--- src/design/edd_pkg.sv ---
`timescale 1ns / 1ps
package edd_pkg;

  // Storage and field widths
  localparam int MaxWidth   = 2048;
  localparam int IdxW       = $clog2(MaxWidth);
  localparam int GreyW      = 8;
  localparam int ByteW      = 8;
  localparam int CfgWidthW  = 12;
  localparam int CfgHeightW = 16;
  localparam int CfgDataW   = 16;
  localparam int CfgIdxW    = 1;
  localparam int ErrW       = 18;

  // Fixed point: 255 * 256 is 1.0
  localparam int FixOne  = 65280;
  localparam int FixHalf = 32640;

  // Queue between front and back
  localparam int QueueDepth = 2;
  localparam int QPtrW      = $clog2(QueueDepth);
  localparam int QCntW      = $clog2(QueueDepth + 1);

  // Register indexes
  localparam logic [CfgIdxW-1:0] CfgImageWidth  = 1'b0;
  localparam logic [CfgIdxW-1:0] CfgImageHeight = 1'b1;

  // Classified pixel, front to back
  typedef struct packed {
    logic [GreyW-1:0] grey;
    logic [IdxW-1:0]  x;
    logic             first_col;
    logic             last_col;
    logic             row_gt0;
    logic             frame_end;
  } item_t;

  // Queue head toward the back
  typedef struct packed {
    logic  valid;
    item_t item;
  } q_head_t;

endpackage

--- src/design/edd_if.sv ---
`timescale 1ns / 1ps
interface edd_pix_if;
  logic                        valid;
  logic                        ready;
  logic [edd_pkg::GreyW-1:0]   grey_level;

  modport source (output valid, output grey_level, input ready);
  modport sink   (input valid, input grey_level, output ready);
endinterface


--- src/design/edd_front.sv ---
`timescale 1ns / 1ps
module edd_front (
  input  logic                              clk_i,
  input  logic                              rst_ni,
  input  logic [edd_pkg::CfgWidthW-1:0]     image_width_i,
  input  logic [edd_pkg::CfgHeightW-1:0]    image_height_i,
  edd_pix_if.sink                           pix_i,
  input  logic                              q_full_i,
  output logic                              push_o,
  output edd_pkg::item_t                    item_o
);
  import edd_pkg::*;

  logic [IdxW-1:0]       col_q, col_d;
  logic [CfgHeightW-1:0] row_q, row_d;
  logic [IdxW-1:0]       w_last;
  logic [CfgHeightW-1:0] h_last;
  logic [IdxW-1:0]       x;
  logic                  last_col;
  logic                  frame_end;

  // effective last column / last row after clamping
  always_comb begin
    if (image_width_i == '0) begin
      w_last = '0;
    end else if (32'(image_width_i) > MaxWidth) begin
      w_last = IdxW'(MaxWidth - 1);
    end else begin
      w_last = IdxW'(32'(image_width_i) - 32'd1);
    end
    h_last = (image_height_i == '0) ? '0 : image_height_i - 1'b1;
  end

  assign x         = (col_q > w_last) ? w_last : col_q;
  assign last_col  = (x == w_last);
  assign frame_end = last_col && (row_q >= h_last);

  assign pix_i.ready = !q_full_i;
  assign push_o      = pix_i.valid && !q_full_i;

  always_comb begin
    item_o.grey      = pix_i.grey_level;
    item_o.x         = x;
    item_o.first_col = (x == '0);
    item_o.last_col  = last_col;
    item_o.row_gt0   = (row_q != '0);
    item_o.frame_end = frame_end;
  end

  always_comb begin
    col_d = col_q;
    row_d = row_q;
    if (push_o) begin
      col_d = last_col ? '0 : x + 1'b1;
      if (last_col) begin
        row_d = frame_end ? '0 : row_q + 1'b1;
      end
    end
  end

  always_ff @(posedge clk_i or negedge rst_ni) begin
    if (!rst_ni) begin
      col_q <= '0;
      row_q <= '0;
    end else begin
      col_q <= col_d;
      row_q <= row_d;
    end
  end

endmodule

--- src/flat_wrapper.sv ---
// flat-port wrapper written by rule: the top's interface ports become plain ports
module edd_front_flat import edd_pkg::*;
  (clk_i, rst_ni, image_width_i, image_height_i, q_full_i, push_o, item_o, pix_i_valid, pix_i_grey_level, pix_i_ready);
  edd_pix_if pix_i_i ();
  input  logic clk_i;
  input  logic rst_ni;
  input  logic [edd_pkg::CfgWidthW-1:0] image_width_i;
  input  logic [edd_pkg::CfgHeightW-1:0] image_height_i;
  input  logic q_full_i;
  output logic push_o;
  output edd_pkg::item_t item_o;
  input wire logic [$bits(pix_i_i.valid)-1:0] pix_i_valid;
  input wire logic [$bits(pix_i_i.grey_level)-1:0] pix_i_grey_level;
  output wire logic [$bits(pix_i_i.ready)-1:0] pix_i_ready;
  assign pix_i_i.valid = pix_i_valid;
  assign pix_i_i.grey_level = pix_i_grey_level;
  assign pix_i_ready = pix_i_i.ready;
  edd_front u_core (.clk_i(clk_i), .rst_ni(rst_ni), .image_width_i(image_width_i), .image_height_i(image_height_i), .pix_i(pix_i_i), .q_full_i(q_full_i), .push_o(push_o), .item_o(item_o));
endmodule
--- config.mk ---
export PLATFORM = sky130hd
export DESIGN_NAME = edd_front_flat
export DESIGN_NICKNAME = d
export VERILOG_FILES = /design/src/design/edd_pkg.sv /design/src/design/edd_if.sv /design/src/design/edd_front.sv /design/src/flat_wrapper.sv
export SDC_FILE = /design/constraint.sdc
export NUM_CORES = 1
export LEC_CHECK = 0
export ABC_AREA = 1
export BUFFER_PORTS_ARGS = -buffer_cell sky130_fd_sc_hd__buf_4
export CAP_MARGIN = 20
export CORE_MARGIN = 3
export CORE_UTILIZATION = 25
export DETAILED_ROUTE_END_ITERATION = 8
export PLACE_DENSITY_LB_ADDON = 0.08
export SLEW_MARGIN = 20
export SYNTH_ARGS = -nofsm -noshare
export SYNTH_HDL_FRONTEND = slang
export SYNTH_SLANG_ARGS = --single-unit
--- constraint.sdc ---
create_clock -name clk_i -period 4.2 [get_ports clk_i]
set_clock_uncertainty 0.15 [all_clocks]
set_input_delay 0.21 -clock clk_i [delete_from_list [all_inputs] [get_ports clk_i]]
set_output_delay 0.21 -clock clk_i [all_outputs]
set_load 0.1 [all_outputs]
# --- Word-level counts from Yosys, hierarchy flattened ---
# Index checks and enable logic that the tools add are counted.
word_totals:
  reg_bits: 27
  inputBits: 40
  word_cells: 24
classes:
  addsub: 4
  order_cmp: 3
  eq_ne: 1
  mux: 6
  reduce_logical: 8
op_table:
  columns: ["operator", "n"]
  rows:
  - ["$mux W11", 4]
  - ["$mux W16", 2]
  - ["$add A16 B1 Y16 const B", 1]
  - ["$ge A16 B16 Y1", 1]
  - ["$logic_not A16 Y1", 1]
  - ["$reduce_bool A16 Y1", 1]
  - ["$sub A16 B1 Y16 const B", 1]
  - ["$gt A12 B12 Y1 const B", 1]
  - ["$logic_not A12 Y1", 1]
  - ["$add A11 B1 Y11 const B", 1]
  - ["$eq A11 B11 Y1", 1]
  - ["$gt A11 B11 Y1", 1]
  - ["$logic_not A11 Y1", 1]
  - ["$sub A11 B1 Y11 const B", 1]
  - ["$logic_and A1 B1 Y1", 2]
  - ["$reduce_and A2 Y1", 1]
  - ["$logic_not A1 Y1", 1]

# --- Depth between registers and ports, before layout ---
depth:
  ltp_word: 8
  depth_mapped: 28
  depth_no_buf: 27

# --- Least setup slack after synthesis ---
# Ideal clock, no wire load.
synth_timing:
  path_type: "input to output"
  start: "input image_width_i[0] in the netlist's numbering"
  end: "output item_o[3] in the netlist's numbering"
  t_arrival_ps: 5372
  required_time_ps: 3840
  path_slack_ps: -1532
  path_stages: 20
  path_buffers: 2
  path_cell_list: "inv_1 > ha_1 > nand2_2 > nor2_4 > nand3_2 > buf_6 > a21oi_2 > ha_1 > nand2_1 > inv_1 > nand2_1 > nand2_1 > nand2_1 > nand3_2 > nand2_2 > buf_2 > o21ai_1 > nor3_1 > nand4_1 > nor3_1"
synth_lines:
  columns: ["item", "line_no", "rtl"]
  rows:
  - ["start, declared", "flat_wrapper.sv:7", "input logic [edd_pkg::CfgWidthW-1:0] image_width_i;"]
  - ["end, declared", "flat_wrapper.sv:11", "output edd_pkg::item_t item_o;"]

==> results_dict.tcl <==
set metrics [dict create \
    initial_core_util_pct 25.67 \
    n_antenna_cell 0 \
    critPathArrivalTime_ps 3460 \
    hold_class "input port to asynchronous set/reset pin" \
    antenna_found_initial 0 \
    synth_cells 612 \
    ys_ff_latch 27 \
    ys_warn_count 0 \
    timing.fmax_ghz 0.2619 \
    instances_no_fill 834 \
    io_pins 65 \
    hold_slack_ps 253.5 \
    hpwl_mm 9.425 \
    yosysUniqueCellTypes 36 \
    slew_violations 0 \
    report.final.hold_viol_count 0 \
    num_rows 44 \
    place_ws_ps 178.8 \
    syn-num-nets 685 \
    tightest_slew_ps 532.8 \
    path_max_fanout 16 \
    cts_tree "built" \
    clockBufferDepth 2 \
    cp-start-kind "input port" \
    critPathCaptureType "primary output" \
    drt_iter0_drc 119 \
    die_height_um 128.6 \
    clk_latency_ps 260 \
    routabilityCongestion 0.8515 \
    cts_root_buffer "clkbuf_16" \
    synth_edf_count 0 \
    p_sw_mw 0.5150 \
    slew_headroom_pct 64.21 \
    grt_pass1_wl_mm 18.53 \
    vias_per_cell 4.616 \
    synth_area_sq_mm 0.003760 \
    finalSetupViolations 0 \
    synth-main-ff-cell "dfrtp_1" \
    fin_crit_sh_pct 90.92 \
    leakagePower_nw 2.439 \
    nets 724 \
    cp.required_ps 3840 \
    cts_made_buffers 3 \
    ant_nets 0 \
    dr.pass1.iters 4 \
    drc 0 \
    period_needed_ps 3819 \
    portBuffers 48 \
    synthArstFlopShare_pct 100.0 \
    rsz0062_at_grt "false" \
    vias 3850 \
    power_density_mw_per_mm2 244.6 \
    place_area_sq_mm 0.004298 \
    cts_sinks 27 \
    synthTopCellsByArea "nand2_1, dfrtp_1, ha_1" \
    grt.total_usage_pct 13.63 \
    multi_input_area_sq_mm 0.002604 \
    synth_top_area_cell "nand2_1" \
    max-vdd-ir-drop_v 0.0001628 \
    grt_pass1_vias 3662 \
    yosysTopAreaCellShare_pct 19.37 \
    routed_wl_mm 11.08 \
    drv_cap 0 \
    fill_cells 1638 \
    core-area_sq_mm 0.01464 \
    die_x_um 128.6 \
    grt_max_degree 28 \
    regArea_sq_um 675.6 \
    drive_above_1_share_pct 16.15 \
    finalInstanceArea_sq_mm 0.004405 \
    p_sw_share_pct 47.80 \
    overflow 0 \
    worstSetupPathType "input port to primary output" \
    postSynthAreaPerCell_sq_um 6.144 \
    clock_power_share_pct 20.5 \
    ys_seq_area_share_pct 17.97 \
    status "finished, final reports clean" \
    combinationalPowerShare_pct 50.8 \
    fin_ws_ps 381.3 \
    p_int_mw 0.5624 \
    dieArea_sq_mm 0.01655 \
    htreeDepth 1 \
    p_seq_share_pct 28.6 \
    area_growth_pct 17.17 \
    placed_cells 829 \
    wl_per_cell_um 13.28 \
    clkSlewWorstSetupHoldPaths_ps 70 \
]
## power groups by stage
stage / logic [mW] / clock network (mW) / registers, mW
after floorplan: 0.444 / 0 / 0.298
after CTS: 0.548 / 0.229 / 0.309
after global placement: 0.546 / 0 / 0.316
final: 0.548 / 0.221 / 0.308
after detailed placement: 0.546 / 0 / 0.314
after global routing: 0.599 / 0.242 / 0.313
## synthesized netlist by cell type, types with 2 or more instances
cell and number:
nand2_1 194, nor2_4 2, nand2_4 2, buf_4 13, nor2_1 46, o21ai_1 12, dfrtp_1 27, nor4_1 7
nor3_2 2, inv_1 90, clkbuf_1 3, nand2_2 7, xor2_1 26, buf_6 2, ha_1 33, inv_2 6
o21ai_2 3, xnor2_1 2, nor2_2 5, nand3_1 42, or2_2 3, nand3b_1 4, nand4_1 27, nor3_1 9
buf_2 3, nand3_2 7, a21oi_1 19, a31oi_1 2, o21ai_0 7
## path summary, 6_finish.rpt
path / cells after the start / slack, ps / end / from
min in group clk_i: 0 / 270 / item_o[15] / pix_i_grey_level[0]
worst min register to register: 2 / 420 / u_core.col_q[0] / u_core.col_q[0]
worst min-delay path: 2 / 250 / u_core.row_q[11] / rst_ni
max in group asynchronous: 2 / 3370 / u_core.row_q[4] / rst_ni
worst max register to register: 17 / 1150 / u_core.col_q[8] / u_core.col_q[10]
worst max-delay path: 23 / 380 / item_o[0] / image_width_i[0]
## stage by stage
stage          total power, mW  TNS (ps)  util, %
2_1_floorplan           0.7417    -98.64        -
3_3_place_gp            0.8613         0    29.35
3_5_place_dp            0.8605         0    29.35
4_1_cts                  1.086         0    29.96
5_1_grt                  1.154         0    30.08
6_report                 1.077         0    30.08
## flip-flops by register name, summed over array words and instances (netlist names)
register      flops
u_core.col_q     11
u_core.row_q     16
## kinds of logic after synthesis
group / share of synthesized area [%]
compound gates: 7.188
xor+xnor: 6.523
fa+ha+maj: 10.98
buf+inv: 13.88
flops: 17.97
simple gates: 43.46
## layout make-up
type | instances | share of cell area (%)
Clock buffer | 3 | 1.704
Timing Repair Buffer | 56 | 10.34
Inverter | 96 | 8.179
Sequential cell | 27 | 15.34
Clock inverter | 1 | 0.1136
Tap cell | 184 | 5.226
Multi-Input combinational cell | 467 | 59.10
## per-layer routing
metal	global-route usage, %	part of all wire [%]	up-vias	wire, um
met2	22.49	45	46	4936
li1	-	-	2027	-
met3	1.162	3.3	2	370
met1	20.11	52	1775	5723
met4	1.359	0.42	0	46
met5	0	0	-	0
## worst max-delay path: stages
cell and delay [ps]:
buf_4 110, inv_1 110, ha_1 230, nand2_2 110, nor2_4 190, nand2_2 90
nand2_4 150, nand3_1 130, nand2_1 140, ha_1 240, nand2_1 70, inv_2 40
a21oi_1 170, nand3_2 140, nand2_2 140, buf_12 160, nand2_1 100, nand3_2 90
nand3_2 120, nor3_2 180, nand2_1 120, nor2_2 150, buf_6 240
## layout by cell type (no fill, tap or decap), types with 8 or more instances in the layout
cell type  Yosys  layout
nand2_1      194     192
inv_1         90      90
buf_4         13      51
nor2_1        46      45
nand3_1       42      42
ha_1          33      33
nand4_1       27      27
dfrtp_1       27      27
xor2_1        26      26
a21oi_1       19      19
nand2_2        7       9
nor3_1         9       8
o21ai_1       12       8
## what timing repair did
action	in CTS	in global routing
hold buffers	1	0
setup buffers	0	0
resized for setup	0	4
endpoints found under the hold margin	27	0
setup endpoints to repair	0	2
No activity file was read; power rests on OpenSTA's default activity.
