===== src/design/edd_pkg.sv =====
`timescale 1ns / 1ps
package edd_pkg;

  // Storage and field widths
  localparam int MaxWidth   = 2048;
  localparam int IdxW       = $clog2(MaxWidth);
  localparam int GreyW      = 8;
  localparam int ByteW      = 8;
  localparam int CfgWidthW  = 12;
  localparam int CfgHeightW = 16;
  localparam int CfgDataW   = 16;
  localparam int CfgIdxW    = 1;
  localparam int ErrW       = 18;

  // Fixed point: 255 * 256 is 1.0
  localparam int FixOne  = 65280;
  localparam int FixHalf = 32640;

  // Queue between front and back
  localparam int QueueDepth = 2;
  localparam int QPtrW      = $clog2(QueueDepth);
  localparam int QCntW      = $clog2(QueueDepth + 1);

  // Register indexes
  localparam logic [CfgIdxW-1:0] CfgImageWidth  = 1'b0;
  localparam logic [CfgIdxW-1:0] CfgImageHeight = 1'b1;

  // Classified pixel, front to back
  typedef struct packed {
    logic [GreyW-1:0] grey;
    logic [IdxW-1:0]  x;
    logic             first_col;
    logic             last_col;
    logic             row_gt0;
    logic             frame_end;
  } item_t;

  // Queue head toward the back
  typedef struct packed {
    logic  valid;
    item_t item;
  } q_head_t;

endpackage


===== src/design/edd_queue.sv =====
`timescale 1ns / 1ps
module edd_queue (
  input  logic             clk_i,
  input  logic             rst_ni,
  input  logic             push_i,
  input  edd_pkg::item_t   item_i,
  output logic             full_o,
  input  logic             pop_i,
  output edd_pkg::q_head_t head_o
);
  import edd_pkg::*;

  item_t            slot_q [QueueDepth];
  logic [QPtrW-1:0] wr_ptr_q, rd_ptr_q;
  logic [QCntW-1:0] cnt_q;
  logic             do_pop;

  assign full_o       = (cnt_q == QCntW'(QueueDepth));
  assign head_o.valid = (cnt_q != '0);
  assign head_o.item  = slot_q[rd_ptr_q];
  assign do_pop       = pop_i && head_o.valid;

  always_ff @(posedge clk_i) begin
    if (push_i) begin
      slot_q[wr_ptr_q] <= item_i;
    end
  end

  always_ff @(posedge clk_i or negedge rst_ni) begin
    if (!rst_ni) begin
      wr_ptr_q <= '0;
      rd_ptr_q <= '0;
      cnt_q    <= '0;
    end else begin
      if (push_i) begin
        wr_ptr_q <= (wr_ptr_q == QPtrW'(QueueDepth - 1)) ? '0 : wr_ptr_q + 1'b1;
      end
      if (do_pop) begin
        rd_ptr_q <= (rd_ptr_q == QPtrW'(QueueDepth - 1)) ? '0 : rd_ptr_q + 1'b1;
      end
      if (push_i && !do_pop) begin
        cnt_q <= cnt_q + 1'b1;
      end else if (!push_i && do_pop) begin
        cnt_q <= cnt_q - 1'b1;
      end
    end
  end

endmodule


===== config.mk =====
export PLATFORM = sky130hd
export DESIGN_NAME = edd_queue
export DESIGN_NICKNAME = d
export VERILOG_FILES = /design/src/design/edd_pkg.sv /design/src/design/edd_queue.sv
export SDC_FILE = /design/constraint.sdc
export NUM_CORES = 1
export LEC_CHECK = 0
export CORE_ASPECT_RATIO = 1.25
export CORE_UTILIZATION = 46
export CTS_CLUSTER_SIZE = 10
export DETAILED_ROUTE_END_ITERATION = 10
export DONT_BUFFER_PORTS = 1
export PLACE_DENSITY_LB_ADDON = 0.1
export SYNTH_ARGS = -nofsm -noshare
export SYNTH_HDL_FRONTEND = slang
export SYNTH_SLANG_ARGS = --single-unit

===== constraint.sdc =====
create_clock -name clk_i -period 2.1 [get_ports clk_i]
set_clock_uncertainty 0.1 [all_clocks]
set_input_delay 0.21 -clock clk_i [delete_from_list [all_inputs] [get_ports clk_i]]
set_output_delay 0.21 -clock clk_i [all_outputs]
set_load 0.05 [all_outputs]

# Word level (Yosys, flattened, before mapping)
# Memory sizes are Yosys's and may differ from the RTL's.
# Cells that the tools add are included.
[word_totals]
memories = 1
output_inout_bits = 25
wordCells = 22
regBits = 4
in_bits = 27
mem_bits_rw = 46
[mem_list]
columns = ["memory", "depth", "width", "read_ports", "rd_ports_with_merged_regs", "wr", "line_no", "rtl"]
rows = [
  ["slot_q", 2, 23, 1, 0, 1, "edd_queue.sv:13", "item_t slot_q [QueueDepth];"],
]
[op_classes]
muxes = 6
n_addsub = 4
n_eq_ne = 1
reduce_logical = 7
[op_table]
columns = ["operator", "n"]
rows = [
  ["$mux W1", 4],
  ["$mux W2", 2],
  ["$reduce_bool A2 Y1", 2],
  ["$logic_and A1 B1 Y1", 3],
  ["$add A1 B1 Y1 const B", 2],
  ["$add A2 B1 Y2 const B", 1],
  ["$eq A2 B2 Y1 const B", 1],
  ["$logic_not A1 Y1", 2],
  ["$sub A2 B1 Y2 const B", 1],
]

# Logic depth before layout (Yosys ltp)
# Gate-level depths: netlist of run 1.
[logic_depth]
depth_word = 5
mapped_depth = 6
mapped_depth_nobuf = 6

# Worst setup path after synthesis of run 1
# Ideal clock, no wire load.
[synth_timing]
path_type = "reg-to-reg"
start = "register wr_ptr_q"
end = "memory slot_q[0][0] in the netlist's numbering (enable)"
path_buffers = 0
setup_ns = 0.405
stages_incl_launch_ff = 2
required_ns = 1.595
period_less_slack_ns = 1.952
t_arrival_ns = 1.446
path_slack_ns = 0.148
cell_sequence = "dfrtp_1 nor2b_1"
[synth_rtl]
columns = ["element", "line_no", "rtl"]
rows = [
  ["from (decl)", "edd_queue.sv:14", "logic [QPtrW-1:0] wr_ptr_q, rd_ptr_q;"],
  ["from (signal assigned)", "edd_queue.sv:36", "wr_ptr_q <= (wr_ptr_q == QPtrW'(QueueDepth - 1)) ? '0 : wr_ptr_q + 1'b1;"],
  ["to (decl)", "edd_queue.sv:13", ""],
]
# No word-level cell before the write port.

==> metrics, run 1 <==
Port Buf Inserts 0; row cnt 26; I/O pins 52; CTS sink cnt 50; Final WS setup 264 ps; CTS H-tree lvls 2; sequential area share after synthesis 0.758; worst hold slack 73.7 ps; Final Setup Violations 0; Vias 866; fin nets about 150; Reg area approximately 1500 um^2; # fillers 331; PwrDens 1470 nW/um^2; Netlist Area Pre-Place just under 2000 um^2; synthesis warning total 0; area grow syn2layout 21.8%; R2R Setup Slk 570 ps; Max Transition Viols Final 0; vias in the first global route 875; root buffer cell clkbuf_8; Critical Path End Type primary output; global route overflow 0; combinational power share 0.446; Setup crit start kind flop; status complete, no violations; die width 60.3 um; sequential share of power 0.408; Tmin final about 1800 ps; n_diodes 0; post-synthesis average cell area 22.2 um^2; total track usage 0.129; Clock Latency Late Sink 280 ps; Inserted Clock Buffers 5; Residual DRC 0; maximum clock rate 545 MHz; DP Wirelength 1840 um; total negative slack 0 ps; HP Class in -> reg; cell-internal power approximately 2 mW; initial core utilization 0.481; period utilization 0.874; multi-input logic area 424 um^2; antenna-violating nets left 0; NetSw ~1.4 mW; sw frac 0.414; maximum fanout along the worst path 9; max_cap viols 0; global-route wire length before repair 4020 um; Mapped Cells 88; WP data arrival between 1500 and 2000 ps; Synth cell types 14; Slew headroom 0.782; CTS tree built; pre-CTS setup slack ~550 ps; clock power share 0.147; # resized after CTS 0; clock-pin slew on the worst setup and hold paths 80 ps; layout cells sized above 1 0.315; die area roughly 4500 um^2; largest net degree at the start of global routing 16; Max Buffers Root-to-Sink 2; core area ~4000 um^2; synthesized flop and latch total 50; RSZ-0062 raised after global routing false; Tot Pwr about 3.5 mW; worst vdd ir 876 uV; Crit Path Class reg -> out; initial antenna violation count 0; worst-margin pin slew roughly 330 ps; GP Congestion 0.643; Mapped Nets 116; DR WL/cell 14.7 um; vias per inst 4.73; Chip Height 74.9 um; leakage power 0.881 nW; Hold Fails Final Rpt 0; final wirelength 2700 um; CP required roughly 1800 ps; DR pass1 iterations 4; 1st-iter DRT viols 24
[flip-flops by register name (all words and copies together), names as in the netlist]
signal,flops
cnt_q,2
rd_ptr_q,1
slot_q,46
wr_ptr_q,1
[routing by layer]
layer / up-vias / wire length (um) / global-route usage
li1: 408 / - / -
met1: 422 / 996 / 0.123
met2: 32 / 1480 / 0.233
met3: 4 / 180 / 0.0584
met4: 0 / 37 / 0.0543
met5: - / 0 / 0
[cells in the mapped netlist]
| cell type | count | share of area |
|---|---|---|
| and2_1 | 1 | 0.0032 |
| buf_12 | 2 | 0.020 |
| buf_6 | 1 | 0.0058 |
| dfrtp_1 | 4 | 0.051 |
| edfxtp_1 | 46 | 0.71 |
| ha_1 | 1 | 0.0064 |
| mux2_2 | 4 | 0.023 |
| mux2_4 | 19 | 0.15 |
| nand2_2 | 1 | 0.0032 |
| nor2_1 | 1 | 0.0019 |
| nor2b_1 | 2 | 0.0064 |
| or2_1 | 1 | 0.0032 |
| xnor2_1 | 2 | 0.0090 |
| xor2_1 | 3 | 0.013 |
[area by class of cell]
cell class | count | share of cell area
multi-input cells | 35 | 0.178
repair buffers | 34 | 0.135
flip-flops and latches | 50 | 0.622
clock inverters | 3 | 0.00683
well taps | 56 | 0.0294
clock buffers | 5 | 0.0289
[metrics by stage]
stage,cell area (um^2),util,std cells
global placement,2040,0.501,149
detailed placement,2040,0.501,149
CTS,2380,0.586,183
finish,2380,0.586,183
floorplan,1950,-,88
global route,2380,0.586,183
[power groups by stage]
stage                     clock [mW]  combinational (mW)  sequential (mW)
final                          0.513                1.56             1.43
after global routing           0.559                1.63             1.45
after CTS                      0.533                1.59             1.43
after detailed placement           0                1.54             1.45
after global placement             0                1.52             1.44
after floorplan                    0                1.46             1.41
[timing repair]
action | in CTS | in global routing
endpoints found under the hold margin | 52 | 0
hold buffers | 26 | 0
setup buffers | 0 | 0
[critical path, stage by stage, from the launching register on]
cell,delay [ps]
dfrtp_1,540
buf_4,290
mux2_4,410
[worst paths after layout]
| path | start | to | cells past startpoint |
|---|---|---|---|
| max | rd_ptr_q$_DFFE_PN0P_ | head_o[11] | 2 |
| min | push_i | cnt_q[0]$_DFFE_PN0P_ | 2 |
| max reg2reg | cnt_q[0]$_DFFE_PN0P_ | cnt_q[1]$_DFFE_PN0P_ | 6 |
| min reg2reg | cnt_q[1]$_DFFE_PN0P_ | cnt_q[1]$_DFFE_PN0P_ | 1 |
| max in group asynchronous | rst_ni | rd_ptr_q$_DFFE_PN0P_ | 1 |
| min in group asynchronous | rst_ni | cnt_q[0]$_DFFE_PN0P_ | 1 |
[kinds of logic after synthesis]
| kind of cell | count (synthesis) | synth area share |
|---|---|---|
| buf+inv | 3 | 0.0262 |
| fa+ha+maj | 1 | 0.00640 |
| xor+xnor | 5 | 0.0224 |
| flops | 50 | 0.758 |
| mux | 23 | 0.169 |
| simple gates | 6 | 0.0179 |
[cell usage in the layout (no fill, tap or decap)]
cell type       n
edfxtp_1       46
clkinv_1        1
buf_4           8
xor2_1          3
clkinvlp_4      1
nand2_2         1
dlygate4sd3_1  26
nor2_1          1
and2_1          1
clkinv_2        1
ha_1            1
nor2b_2         1
nor2b_1         1
mux2_4         19
or2_1           1
xnor2_1         2
mux2_2          4
clkbuf_8        5
dfrtp_1         4
Note: power is estimated with default switching activity, not from simulation.
==> run 2: changes to the inputs <==
--- a/config.mk
+++ b/config.mk
@@ -7,10 +7,11 @@
 export LEC_CHECK = 0
 export CORE_ASPECT_RATIO = 1.25
 export CORE_UTILIZATION = 46
+export CTS_BUF_LIST = sky130_fd_sc_hd__clkbuf_4 sky130_fd_sc_hd__clkbuf_8 sky130_fd_sc_hd__clkbuf_16
 export CTS_CLUSTER_SIZE = 10
 export DETAILED_ROUTE_END_ITERATION = 10
 export DONT_BUFFER_PORTS = 1
-export PLACE_DENSITY_LB_ADDON = 0.1
+export PLACE_DENSITY = 0.64
 export SYNTH_ARGS = -nofsm -noshare
 export SYNTH_HDL_FRONTEND = slang
 export SYNTH_SLANG_ARGS = --single-unit
==> metrics, run 2 (synthesized netlist as in run 1, its figures left out) <==
status complete, no violations (unchanged); leakage power 0.880 nW (was 0.881 nW); clock power share 0.150 (was 0.147); initial antenna violation count 0 (unchanged); Reg with most FFs slot_q (unchanged); core area 4070 um^2 (unchanged); period utilization 0.826 (was 0.874); NetSw 1.44 mW (was 1.45 mW); GP Congestion 0.621 (was 0.643); CP required 1790 ps (about the same); vias in the first global route 887 (was 875); Setup crit start kind flop (unchanged); root buffer cell clkbuf_8 (unchanged); 1st-iter DRT viols 25 (was 24); DR pass1 iterations 4 (unchanged); area grow syn2layout 21.4% (was 21.8%); Slew headroom 0.701 (was 0.782); R2R Setup Slk 520 ps (was 570 ps); PwrDens 1470 nW/um^2 (about the same); dominant delay contributor by cell family on the critical path multiplexers (was flip-flops); Vias 863 (was 866); Top Registers slot_q: 46 flops, cnt_q: 2 flops (unchanged); total track usage 0.138 (was 0.129); Worst Path Buf+Inv 1 (unchanged); DP Area 2030 um^2 (was 2040 um^2); DR WL/cell 15.2 um (was 14.7 um); CTS H-tree lvls 2 (unchanged); sequential share of power 0.401 (was 0.408); Setup Buffers After CTS 0 (unchanged); Largest stage delay, worst path 500 ps (was 540 ps); final wirelength 2770 um (was 2700 um); fin nets 153 (was 154); Crit Path Class reg -> out (unchanged); maximum fanout along the worst path 16 (was 9); Tmin final 1730 ps (was 1840 ps); maximum clock rate 577 MHz (was 545 MHz); most frequent cells in the layout edfxtp_1 (46), dlygate4sd3_1 (26), mux2_4 (19) (unchanged); final instance area 2370 um^2 (was 2380 um^2); clock-pin slew on the worst setup and hold paths 80 ps (about the same); Largest register FFs 46 (unchanged); row cnt 26 (unchanged); n_diodes 0 (unchanged); I/O pins 52 (unchanged); Port Buf Inserts 0 (unchanged); leading cell type in the layout, fill and taps excluded edfxtp_1 (unchanged); Crit Reg-Reg Startpoint cnt_q[0]$_DFFE_PN0P_ (unchanged); cell-internal power 2.06 mW (was 2.05 mW); total negative slack 0 ps (unchanged); CTS sink cnt 50 (unchanged); Max Transition Viols Final 0 (unchanged); die area 4510 um^2 (unchanged); Hold Fails Final Rpt 0 (unchanged); die width 60.3 um (unchanged); vias per inst 4.74 (was 4.73); combinational power share 0.450 (was 0.446); layout cells sized above 1 0.310 (was 0.315); initial core utilization 0.481 (unchanged); DP Wirelength 1920 um (was 1840 um); # resized after CTS 0 (unchanged); Crit Reg-Reg Endpoint cnt_q[1]$_DFFE_PN0P_ (unchanged); CP endpoint head_o[3] (was head_o[11]); sw frac 0.411 (was 0.414); Final Setup Violations 0 (unchanged); antenna-violating nets left 0 (unchanged); worst-margin pin slew 446 ps (was 328 ps); WP data arrival 1420 ps (was 1530 ps); max_cap viols 0 (unchanged); global route overflow 0 (unchanged); Inserted Clock Buffers 5 (unchanged); Clock Latency Late Sink 290 ps (was 280 ps); global-route wire length before repair 4210 um (was 4020 um); CP startpoint rd_ptr_q$_DFFE_PN0P_ (unchanged); reg2reg path depth 6 (unchanged); Final WS setup 366 ps (was 264 ps); CTS tree built (unchanged); worst vdd ir 959 uV (was 876 uV); largest net degree at the start of global routing 17 (was 16); Worst path slowest cell mux2_2 (was dfrtp_1); Max Buffers Root-to-Sink 2 (unchanged); Chip Height 74.9 um (unchanged); Residual DRC 0 (unchanged); Critical Path End Type primary output (unchanged); HP Class in -> reg (unchanged); number of cells on the critical path 2 (unchanged); RSZ-0062 raised after global routing false (unchanged); Critical Path, Cell by Cell buf_4 > mux2_2 (was buf_4 > mux2_4); pre-CTS setup slack 562 ps (was 545 ps)
[run 2: changes by cell type in the layout (fill, tap and decap cells not counted)]
| cell | delta |
|---|---|
| clkbuf_4 | +1 |
| clkinvlp_4 | -1 |
| buf_4 | -1 |
[run 2: cell type report]
type,instances,area [um^2]
Fill cell,315,1690
Sequential cell,50,1480
Multi-Input combinational cell,35,424
Timing Repair Buffer,33,313
Clock buffer,6,76.3
Tap cell,56,70.1
Clock inverter,2,8.76
[run 2: layer usage]
layer,wire length [um],GRT usage,share of wire
met5,0,0,0
met2,1460,0.232,0.53
met1,1040,0.144,0.38
met4,73,0.0724,0.026
met3,189,0.0584,0.068
[run 2: per-stage QoR]
| stage | power [mW] | hold WS, ps | cells | utilization |
|---|---|---|---|---|
| floorplan | 2.87 | -186 | 88 | - |
| global placement | 2.94 | -185 | 148 | 0.499 |
| detailed placement | 2.97 | -185 | 148 | 0.499 |
| CTS | 3.54 | 61.1 | 182 | 0.584 |
| global route | 3.65 | 67.3 | 182 | 0.584 |
| finish | 3.50 | 69.5 | 182 | 0.584 |
[run 2: how the worst min path moves through the flow]
stage | startpoint | end | depth (start not counted)
2_1_floorplan | rst_ni | cnt_q[0]$_DFFE_PN0P_ | 0
3_3_place_gp | rst_ni | cnt_q[0]$_DFFE_PN0P_ | 0
3_5_place_dp | rst_ni | cnt_q[1]$_DFFE_PN0P_ | 0
4_1_cts | push_i | cnt_q[0]$_DFFE_PN0P_ | 2
5_1_grt | push_i | cnt_q[0]$_DFFE_PN0P_ | 2
6_report | push_i | cnt_q[0]$_DFFE_PN0P_ | 2
[run 2: power groups by stage]
stage	clock (mW)	combinational, mW	sequential (mW)
floorplan	0	1.46	1.41
global placement	0	1.53	1.41
detailed placement	0	1.55	1.43
CTS	0.539	1.60	1.40
global route	0.578	1.65	1.42
finish	0.523	1.57	1.40
[run 2: repair_timing]
| item | 4_1_cts | 5_1_grt |
|---|---|---|
| hold buffers | 26 | 0 |
| setup endpoints to repair | 0 | 0 |
| endpoints found under the hold margin | 52 | 0 |
